$ cat src/rtl/core/rlpsd_pkg.sv
// ----------------------------------------------------------------------------
// rlpsd_pkg
// Shared types and constants of the RGB LED panel scan driver.
// ----------------------------------------------------------------------------
`default_nettype none

package rlpsd_pkg;

    localparam int ROW_BYTES  = 4;
    localparam int PANEL_ROWS = 16;
    localparam int HALF_ROWS  = PANEL_ROWS / 2;
    localparam int COLORS     = 3;
    localparam int ROW_SPAN   = ROW_BYTES * COLORS;
    localparam int STORE_SIZE = PANEL_ROWS * ROW_SPAN;

    // words per color bank: one per row and column group
    localparam int WORDS  = PANEL_ROWS * ROW_BYTES;
    localparam int WIDX_W = $clog2(WORDS);
    localparam int ROW_W  = $clog2(HALF_ROWS);
    localparam int GRP_W  = $clog2(ROW_BYTES + 1);
    localparam int LANES  = 2 * COLORS;

    localparam logic OP_WRITE = 1'b0;
    localparam logic OP_SCAN  = 1'b1;

    typedef struct packed {
        logic       op;
        logic [7:0] byte_addr;
        logic [7:0] byte_data;
    } t_in;

    typedef struct packed {
        logic       red_top;
        logic       green_top;
        logic       blue_top;
        logic       red_bottom;
        logic       green_bottom;
        logic       blue_bottom;
        logic [2:0] row_select;
        logic       latch_strobe;
        logic       last;
    } t_out;

    // decoded command word passed from front to back
    typedef struct packed {
        logic              is_scan;
        logic [1:0]        color;
        logic [WIDX_W-1:0] widx;
        logic [7:0]        data;
    } t_cmd;

    // addr / 3 by reciprocal, exact for any 8-bit value
    function automatic logic [7:0] div3(input logic [7:0] addr);
        logic [15:0] prod;
        prod = 16'(addr) * 16'd171;
        return {1'b0, prod[15:9]};
    endfunction

endpackage

`default_nettype wire

$ cat src/rtl/core/rgb_led_panel_scan_driver.sv
// ----------------------------------------------------------------------------
// rgb_led_panel_scan_driver
// Frame store and row-pair scan engine for a 16-row, 1/8-scan RGB panel.
//
// Input channel (i_valid/o_ready, i_data): a write word stores one byte of
// the 192-byte frame store and gives no output; addresses past the store
// are dropped. A scan word produces 32 shift words (top row and the row
// eight below, LSB first, group by group) and then one latch word with
// the row address, after which the row counter advances modulo 8.
// Output channel (o_valid/i_ready, o_data) is a single output register.
// A two-entry queue sits between input decode and the scan engine, so
// input words are taken while a scan is still running.
// The first shift word passes the queue, state register, group read
// register, shifter and output register. A write is done when popped;
// no word is popped during a scan. The shifter sends one bit per cycle
// unless the receiver stalls; one column group is read per store read.
// Reset clears the frame store valid bits (store reads as zero), the row
// counter, the queue and the output valid flag. When the receiver stalls,
// the output word holds and the shifter waits; the queue fills and then
// o_ready drops.
// ----------------------------------------------------------------------------
`default_nettype none

module rgb_led_panel_scan_driver (
    input  wire              i_clk,
    input  wire              i_rst_n,
    input  wire              i_valid,
    output logic             o_ready,
    input  rlpsd_pkg::t_in   i_data,
    output logic             o_valid,
    input  wire              i_ready,
    output rlpsd_pkg::t_out  o_data
);

    logic            q_full;
    logic            q_push;
    logic            q_pop;
    logic            q_avail;
    rlpsd_pkg::t_cmd push_cmd;
    rlpsd_pkg::t_cmd head_cmd;

    rlpsd_front u_front (
        .i_valid  (i_valid),
        .o_ready  (o_ready),
        .i_data   (i_data),
        .i_q_full (q_full),
        .o_push   (q_push),
        .o_cmd    (push_cmd)
    );

    rlpsd_queue u_queue (
        .i_clk   (i_clk),
        .i_rst_n (i_rst_n),
        .i_push  (q_push),
        .i_cmd   (push_cmd),
        .o_full  (q_full),
        .i_pop   (q_pop),
        .o_avail (q_avail),
        .o_cmd   (head_cmd)
    );

    rlpsd_back u_back (
        .i_clk   (i_clk),
        .i_rst_n (i_rst_n),
        .i_avail (q_avail),
        .i_cmd   (head_cmd),
        .o_pop   (q_pop),
        .o_valid (o_valid),
        .i_ready (i_ready),
        .o_data  (o_data)
    );

endmodule

`default_nettype wire

$ cat src/rtl/core/rlpsd_front.sv
// ----------------------------------------------------------------------------
// rlpsd_front
// Accepts input words, drops out-of-range writes and splits the byte
// address into color bank and word index.
// ----------------------------------------------------------------------------
`default_nettype none

module rlpsd_front (
    input  wire              i_valid,
    output logic             o_ready,
    input  rlpsd_pkg::t_in   i_data,
    input  wire              i_q_full,
    output logic             o_push,
    output rlpsd_pkg::t_cmd  o_cmd
);

    logic [7:0] quot;
    logic [7:0] rem;
    logic       in_range;

    always_comb begin
        quot     = rlpsd_pkg::div3(i_data.byte_addr);
        rem      = i_data.byte_addr - 8'(quot * 8'd3);
        in_range = (i_data.byte_addr < 8'(rlpsd_pkg::STORE_SIZE));

        o_ready       = !i_q_full;
        o_push        = i_valid && !i_q_full
                        && ((i_data.op == rlpsd_pkg::OP_SCAN) || in_range);
        o_cmd.is_scan = (i_data.op == rlpsd_pkg::OP_SCAN);
        o_cmd.color   = rem[1:0];
        o_cmd.widx    = quot[rlpsd_pkg::WIDX_W-1:0];
        o_cmd.data    = i_data.byte_data;
    end

endmodule

`default_nettype wire

$ cat src/rtl/core/rlpsd_queue.sv
// ----------------------------------------------------------------------------
// rlpsd_queue
// Two-entry command queue between front and back.
// ----------------------------------------------------------------------------
`default_nettype none

module rlpsd_queue (
    input  wire              i_clk,
    input  wire              i_rst_n,
    input  wire              i_push,
    input  rlpsd_pkg::t_cmd  i_cmd,
    output logic             o_full,
    input  wire              i_pop,
    output logic             o_avail,
    output rlpsd_pkg::t_cmd  o_cmd
);

    rlpsd_pkg::t_cmd r_buf [2];
    logic            r_wp;
    logic            r_rp;
    logic [1:0]      r_cnt;
    logic [1:0]      n_cnt;

    always_comb begin
        o_full  = (r_cnt == 2'd2);
        o_avail = (r_cnt != 2'd0);
        o_cmd   = r_buf[r_rp];
        n_cnt   = r_cnt + 2'(i_push) - 2'(i_pop);
    end

    always_ff @(posedge i_clk) begin
        if (i_push) begin
            r_buf[r_wp] <= i_cmd;
        end
    end

    always_ff @(posedge i_clk) begin
        if (!i_rst_n) begin
            r_wp  <= 1'b0;
            r_rp  <= 1'b0;
            r_cnt <= 2'd0;
        end else begin
            if (i_push) begin
                r_wp <= !r_wp;
            end
            if (i_pop) begin
                r_rp <= !r_rp;
            end
            r_cnt <= n_cnt;
        end
    end

endmodule

`default_nettype wire

$ cat src/rtl/core/rlpsd_back.sv
// ----------------------------------------------------------------------------
// rlpsd_back
// Frame store and scan engine: executes writes, and for a scan fetches
// one column group per read, shifts it out bit by bit, then latches.
// ----------------------------------------------------------------------------
`default_nettype none

module rlpsd_back (
    input  wire              i_clk,
    input  wire              i_rst_n,
    input  wire              i_avail,
    input  rlpsd_pkg::t_cmd  i_cmd,
    output logic             o_pop,
    output logic             o_valid,
    input  wire              i_ready,
    output rlpsd_pkg::t_out  o_data
);

    localparam logic ST_IDLE = 1'b0;
    localparam logic ST_SCAN = 1'b1;

    // three color banks; each read at top and bottom row
    logic [7:0]                    r_mem [rlpsd_pkg::COLORS][rlpsd_pkg::WORDS];
    logic [rlpsd_pkg::WORDS-1:0]   r_vld [rlpsd_pkg::COLORS];

    logic                          r_state;
    logic [rlpsd_pkg::ROW_W-1:0]   r_row;
    logic [rlpsd_pkg::GRP_W-1:0]   r_fgrp;
    logic [rlpsd_pkg::GRP_W-1:0]   r_sgrp;
    logic [7:0]                    r_rd   [rlpsd_pkg::LANES];
    logic [rlpsd_pkg::LANES-1:0]   r_rd_v;
    logic                          r_rd_vld;
    logic [7:0]                    r_sh   [rlpsd_pkg::LANES];
    logic                          r_sh_full;
    logic [2:0]                    r_bit;
    logic                          r_out_vld;
    rlpsd_pkg::t_out               r_out;
    rlpsd_pkg::t_out               n_out;

    logic                          out_free;
    logic                          sh_adv;
    logic                          sh_last;
    logic                          sh_load;
    logic                          rd_en;
    logic                          latch_go;
    logic                          wr_en;
    logic [rlpsd_pkg::WIDX_W-1:0]  top_idx;
    logic [rlpsd_pkg::WIDX_W-1:0]  bot_idx;

    always_comb begin
        out_free = !r_out_vld || i_ready;
        sh_adv   = r_sh_full && out_free;
        sh_last  = (r_bit == 3'd7);
        sh_load  = r_rd_vld && (!r_sh_full || (sh_adv && sh_last));
        rd_en    = (r_state == ST_SCAN)
                   && (r_fgrp < rlpsd_pkg::GRP_W'(rlpsd_pkg::ROW_BYTES))
                   && (!r_rd_vld || sh_load);
        latch_go = (r_state == ST_SCAN)
                   && (r_sgrp == rlpsd_pkg::GRP_W'(rlpsd_pkg::ROW_BYTES))
                   && !r_sh_full && out_free;
        o_pop    = (r_state == ST_IDLE) && i_avail;
        wr_en    = o_pop && !i_cmd.is_scan;

        top_idx = rlpsd_pkg::WIDX_W'(int'(r_row) * rlpsd_pkg::ROW_BYTES + int'(r_fgrp));
        bot_idx = rlpsd_pkg::WIDX_W'(int'(top_idx)
                  + rlpsd_pkg::HALF_ROWS * rlpsd_pkg::ROW_BYTES);

        n_out = '0;
        if (sh_adv) begin
            n_out.red_top      = r_sh[0][0];
            n_out.green_top    = r_sh[1][0];
            n_out.blue_top     = r_sh[2][0];
            n_out.red_bottom   = r_sh[3][0];
            n_out.green_bottom = r_sh[4][0];
            n_out.blue_bottom  = r_sh[5][0];
        end else begin
            n_out.row_select   = 3'(r_row);
            n_out.latch_strobe = 1'b1;
            n_out.last         = 1'b1;
        end

        o_valid = r_out_vld;
        o_data  = r_out;
    end

    // memory write, registered group read, shifter and output register
    always_ff @(posedge i_clk) begin
        if (wr_en) begin
            r_mem[i_cmd.color][i_cmd.widx] <= i_cmd.data;
        end
        if (rd_en) begin
            for (int c = 0; c < rlpsd_pkg::COLORS; c++) begin
                r_rd[c]                    <= r_mem[c][top_idx];
                r_rd[c + rlpsd_pkg::COLORS] <= r_mem[c][bot_idx];
                r_rd_v[c]                    <= r_vld[c][top_idx];
                r_rd_v[c + rlpsd_pkg::COLORS] <= r_vld[c][bot_idx];
            end
        end
        for (int k = 0; k < rlpsd_pkg::LANES; k++) begin
            if (sh_load) begin
                r_sh[k] <= r_rd_v[k] ? r_rd[k] : 8'd0;
            end else if (sh_adv) begin
                r_sh[k] <= {1'b0, r_sh[k][7:1]};
            end
        end
        if (out_free) begin
            r_out <= n_out;
        end
    end

    always_ff @(posedge i_clk) begin
        if (!i_rst_n) begin
            for (int c = 0; c < rlpsd_pkg::COLORS; c++) begin
                r_vld[c] <= '0;
            end
            r_state   <= ST_IDLE;
            r_row     <= '0;
            r_fgrp    <= '0;
            r_sgrp    <= '0;
            r_rd_vld  <= 1'b0;
            r_sh_full <= 1'b0;
            r_bit     <= 3'd0;
            r_out_vld <= 1'b0;
        end else begin
            if (wr_en) begin
                r_vld[i_cmd.color][i_cmd.widx] <= 1'b1;
            end

            if (o_pop && i_cmd.is_scan) begin
                r_state <= ST_SCAN;
                r_fgrp  <= '0;
                r_sgrp  <= '0;
            end else if (latch_go) begin
                r_state <= ST_IDLE;
                r_row   <= r_row + rlpsd_pkg::ROW_W'(1);
            end

            if (rd_en) begin
                r_fgrp <= r_fgrp + rlpsd_pkg::GRP_W'(1);
            end

            if (rd_en) begin
                r_rd_vld <= 1'b1;
            end else if (sh_load) begin
                r_rd_vld <= 1'b0;
            end

            if (sh_load) begin
                r_sh_full <= 1'b1;
                r_bit     <= 3'd0;
            end else if (sh_adv) begin
                r_bit <= r_bit + 3'd1;
                if (sh_last) begin
                    r_sh_full <= 1'b0;
                end
            end

            if (sh_adv && sh_last) begin
                r_sgrp <= r_sgrp + rlpsd_pkg::GRP_W'(1);
            end

            if (out_free) begin
                r_out_vld <= sh_adv || latch_go;
            end
        end
    end

endmodule

`default_nettype wire
$ cat config.mk
export PLATFORM = sky130hd
export DESIGN_NAME = rgb_led_panel_scan_driver
export DESIGN_NICKNAME = d
export VERILOG_FILES = /design/src/rtl/core/rlpsd_pkg.sv /design/src/rtl/core/rgb_led_panel_scan_driver.sv /design/src/rtl/core/rlpsd_front.sv /design/src/rtl/core/rlpsd_queue.sv /design/src/rtl/core/rlpsd_back.sv
export SDC_FILE = /design/constraint.sdc
export NUM_CORES = 2
export LEC_CHECK = 0
export ABC_AREA = 0
export BUFFER_PORTS_ARGS = -buffer_cell sky130_fd_sc_hd__buf_2
export CAP_MARGIN = 10
export CORE_MARGIN = 2
export CORE_UTILIZATION = 55
export CTS_BUF_LIST = sky130_fd_sc_hd__clkbuf_4 sky130_fd_sc_hd__clkbuf_8
export CTS_CLUSTER_SIZE = 28
export DETAILED_ROUTE_END_ITERATION = 6
export PLACE_DENSITY = 0.8
export SLEW_MARGIN = 10
export SYNTH_ARGS = -nofsm -noshare
export SYNTH_HDL_FRONTEND = slang
export SYNTH_SLANG_ARGS = --single-unit
$ cat constraint.sdc
create_clock -name i_clk -period 6.1 [get_ports i_clk]
set_clock_uncertainty 0.05 [all_clocks]
set_input_delay 0.61 -clock i_clk [delete_from_list [all_inputs] [get_ports i_clk]]
set_output_delay 0.61 -clock i_clk [all_outputs]
set_load 0.005 [all_outputs]
==> results.sh <==
export IMPL_area_growth_pct=11.21
export IMPL_end_kind="flop"
export IMPL_rsz0062_at_grt="no"
export IMPL_slowest_stage="a221oi_1"
export IMPL_violations="design-rule violations"
export IMPL_root_buffer="clkbuf_8"
export IMPL_wl_per_cell_um=27.25
export IMPL_crit_path_cell_trace="dlygate4sd3_1 > buf_2 > ha_1 > ha_1 > fa_1 > inv_1 > fa_1 > inv_1 > ha_1 > a21o_1 > a221oi_1 > a21oi_1 > or4_1 > o311ai_0"
export IMPL_cp_max_fo=8
export IMPL_dr_pass1_iters=7
export IMPL_ctsLongestPathBuffers=4
export IMPL_clock_sinks=1895
export IMPL_netlist_top_cells_area="edfxtp_1 69%, mux4_2 13%, dfxtp_1 5.9%, o21a_1 2.0%, o22ai_1 1.9%"
export IMPL_start_util=0.5541
export IMPL_syn_area_per_cell_um2=19.84
export IMPL_seq_area_um2=54770
export IMPL_nets=3946
export IMPL_critPathKind="in -> reg"
export IMPL_grt_max_degree=149
export IMPL_finalSetupViolCount=0
export IMPL_finalSetupTns_ns=0
export IMPL_cts_tree="yes"
export IMPL_power_leakage_uw=0.02596
export IMPL_die_area_um2=135400
export IMPL_routed_wl_um=159200
export IMPL_p_per_area_nw_per_um2=373.0
export IMPL_fillerInstances=8717
export IMPL_ys_warnings_count=0
export IMPL_worstMarginPinSlew_ns=1.294
export IMPL_final_hold_viol_count=0
export IMPL_drv_slew=0
export IMPL_numPortBuffers=33
export IMPL_outcome="finished, violations left"
export IMPL_start_kind="input port"
export IMPL_max_cap_violations=0
export IMPL_peakVddDrop_mv=0.2700
export IMPL_synth_area_leader_cell="edfxtp_1"
export IMPL_hpwlAfterDp_um=90390
export IMPL_die_w_um=367.9
export IMPL_grt_pass1_vias=37790
export IMPL_antenna_found_initial=3
export IMPL_synth_nets=3753
export IMPL_fp_dieH_um=367.9
export IMPL_synth_edff_count=1681
export IMPL_cts_max_level=5
export IMPL_synth_main_ff_cell="edfxtp_1"
export IMPL_max_freq_mhz=224.0
export IMPL_ys_ff_latch=1895
export IMPL_synth_cells=3671
export IMPL_arrival_ns=5.16
export IMPL_grt_overflow=0
export IMPL_netlist_cell_type_count=54
export IMPL_syn_cell_area_um2=72840
export IMPL_whs_path_depth=5
export IMPL_io_pins=34
export IMPL_hold_path_class="in -> reg"
export IMPL_grtUsageTotal=0.2367
export IMPL_gp_congestion=0.8074
export IMPL_whs_ns=0.1261
export IMPL_grt_first_pass_wirelength_um=237800
export IMPL_drt_iter0_drc=4507
export IMPL_async_flop_share=0
export IMPL_required_ns=6.79
export IMPL_reg2reg_depth=5
export IMPL_cp_slowest_stage_delay_ns=0.66
export IMPL_clk_pin_slew_ns=0.06
export IMPL_dr_total_vias=36990
export IMPL_insertion_delay_ns=0.99
export IMPL_crit_top_cell="ha_1"
export IMPL_drive_gt1_frac=0.2551
export IMPL_multi_input_area_um2=17070
export IMPL_ys_seq_area_frac=0.7518
export IMPL_vias_per_cell=6.334
export IMPL_drcViolationCount=1
export IMPL_fp_row_count=133
export IMPL_relSlewSlack=0.1374
export IMPL_cts_buffers=298
export IMPL_period_needed_ns=4.465
export IMPL_core_area_um2=131500
export IMPL_timing_final_crit_share=0.7320
export IMPL_antenna_left=0
export IMPL_synth_top_area_share=0.6930
-- synth_stat cells, types with 34 or more instances --
| library cell | n |
|---|---|
| edfxtp_1 | 1681 |
| buf_2 | 55 |
| ha_1 | 50 |
| inv_1 | 68 |
| o21a_1 | 195 |
| dfxtp_1 | 214 |
| mux2i_1 | 60 |
| mux4_2 | 432 |
| buf_4 | 34 |
| clkbuf_1 | 102 |
| nor2_1 | 206 |
| or4_1 | 56 |
| nand2_1 | 56 |
| o22ai_1 | 218 |
| nand3_1 | 43 |
-- path summary, 6_finish.rpt --
check             slack (ns)                        endpoint                        start
setup / recovery        1.63  u_queue.r_buf[1][12]$_DFFE_PP_                    i_data[8]
setup reg to reg        2.28  u_back.r_mem[0][118]$_DFFE_PP_                         flop
hold reg to reg         0.41     u_back.r_vld[1][47]$_DFF_P_  u_back.r_vld[1][47]$_DFF_P_
hold / removal          0.13       u_queue.r_wp$_SDFFE_PN0P_                      i_valid
-- through the flow --
step / utilization / std cells / worst slack [ns] / total power (uW) / cell area (um2)
3_3_place_gp: 0.5705 / 5308 / 1.276 / 19790 / 75000
4_1_cts: 0.6161 / 5836 / 1.741 / 30340 / 81000
2_1_floorplan: - / 3671 / 1.571 / 18520 / 72840
5_1_grt: 0.6162 / 5838 / 1.483 / 31220 / 81010
6_report: 0.6162 / 5840 / 1.635 / 30220 / 81010
3_5_place_dp: 0.5705 / 5308 / 1.128 / 19940 / 75000
-- critical path: cells and delay by family --
family                   cells  cell delay, ns
AO/OA/AOI/OAI                4            1.25
adder cells (fa/ha/maj)      5            1.97
buffers and inverters        4            0.82
AND/OR/NAND/NOR              1            0.50
-- power by group --
part | leakage [uW] | internal, uW | switching [uW]
clock network | 0.00315 | 5880 | 4660
registers | 0.0169 | 15300 | 176
logic | 0.00591 | 1470 | 2720
-- layer usage --
metal  wire, um  share of wire  vias to the layer above  global-route usage
li1           -              -                    15480                   -
met1      60120           0.38                    19190              0.3235
met2      77590           0.49                     2026              0.3753
met3      16600           0.10                      297             0.05967
met4       4858          0.031                        0             0.08155
met5          0              0                        -                   0
-- state kept, by name, summed over array words and instances, names as in the netlist, named ones only --
signal	count
u_back.r_rd_v	6
u_queue.r_rp	1
u_back.r_sh_full	1
u_back.r_rd	48
u_queue.r_wp	1
u_back.r_mem	1536
u_back.r_bit	3
u_queue.r_cnt	2
u_back.r_sh	48
u_queue.r_buf	34
u_back.r_rd_vld	1
u_back.r_row	3
u_back.o_data	10
u_back.r_sgrp	3
u_back.r_vld	192
u_back.r_fgrp	3
u_back.r_state	1
u_back.o_valid	1
-- final cells by class --
type | count | area share
flip-flops and latches | 1895 | 0.6761
multi-input cells | 1504 | 0.2107
clock buffers | 445 | 0.06695
well taps | 1755 | 0.02711
repair buffers | 95 | 0.01009
clock inverters | 72 | 0.005684
inverters | 70 | 0.003243
diodes | 4 | 0.0001236
-- logic make-up (layout without fill, tap and decap cells) --
family                     Yosys count  after routing  share of synthesized area
xor gates and xnor gates            16             16                   0.001924
adders and majority gates           61             61                    0.01161
and+or+nand+nor                    426            426                    0.02788
DFF                               1895           1895                     0.7518
other                                0              4                          0
muxes                              503            503                     0.1435
AOI/OAI and AO/OA                  498            498                    0.04629
buffers and inverters              272            682                    0.01702
-- placed cells by master, fill, tap and decap left out, types with 5 or more instances in the layout --
| cell | Yosys | routed |
|---|---|---|
| xnor2_1 | 11 | 11 |
| clkinv_2 | 0 | 25 |
| clkbuf_8 | 0 | 334 |
| fa_1 | 11 | 11 |
| mux2_8 | 0 | 8 |
| nand3_1 | 43 | 40 |
| nand2b_1 | 7 | 7 |
| nor3_1 | 12 | 8 |
| a21oi_1 | 12 | 11 |
| o21a_1 | 195 | 195 |
| edfxtp_1 | 1681 | 1681 |
| mux2i_1 | 60 | 60 |
| nor2b_1 | 8 | 8 |
| o21ai_0 | 30 | 30 |
| or4_1 | 56 | 56 |
| buf_12 | 0 | 12 |
| a22o_1 | 7 | 7 |
| o21ai_1 | 8 | 7 |
| inv_1 | 68 | 68 |
| ha_1 | 50 | 50 |
| xor2_1 | 5 | 5 |
| nand2_2 | 0 | 15 |
| buf_4 | 34 | 39 |
| bufinv_16 | 0 | 5 |
| and3_1 | 12 | 12 |
| clkinv_1 | 1 | 37 |
| o22ai_1 | 218 | 218 |
| nand2_1 | 56 | 41 |
| dlygate4sd3_1 | 0 | 11 |
| dfxtp_1 | 214 | 212 |
| buf_2 | 55 | 32 |
| nor2_1 | 206 | 206 |
| mux4_2 | 432 | 432 |
| clkbuf_4 | 0 | 112 |
| and2_1 | 15 | 15 |
-- timing repair --
action	4_1_cts	5_1_grt
endpoints found under the setup margin	0	0
hold buffers	11	0
setup buffers	0	0
hold endpoints to repair	21	0
gates resized for setup	0	0
Power figures use the tool's default switching activity.
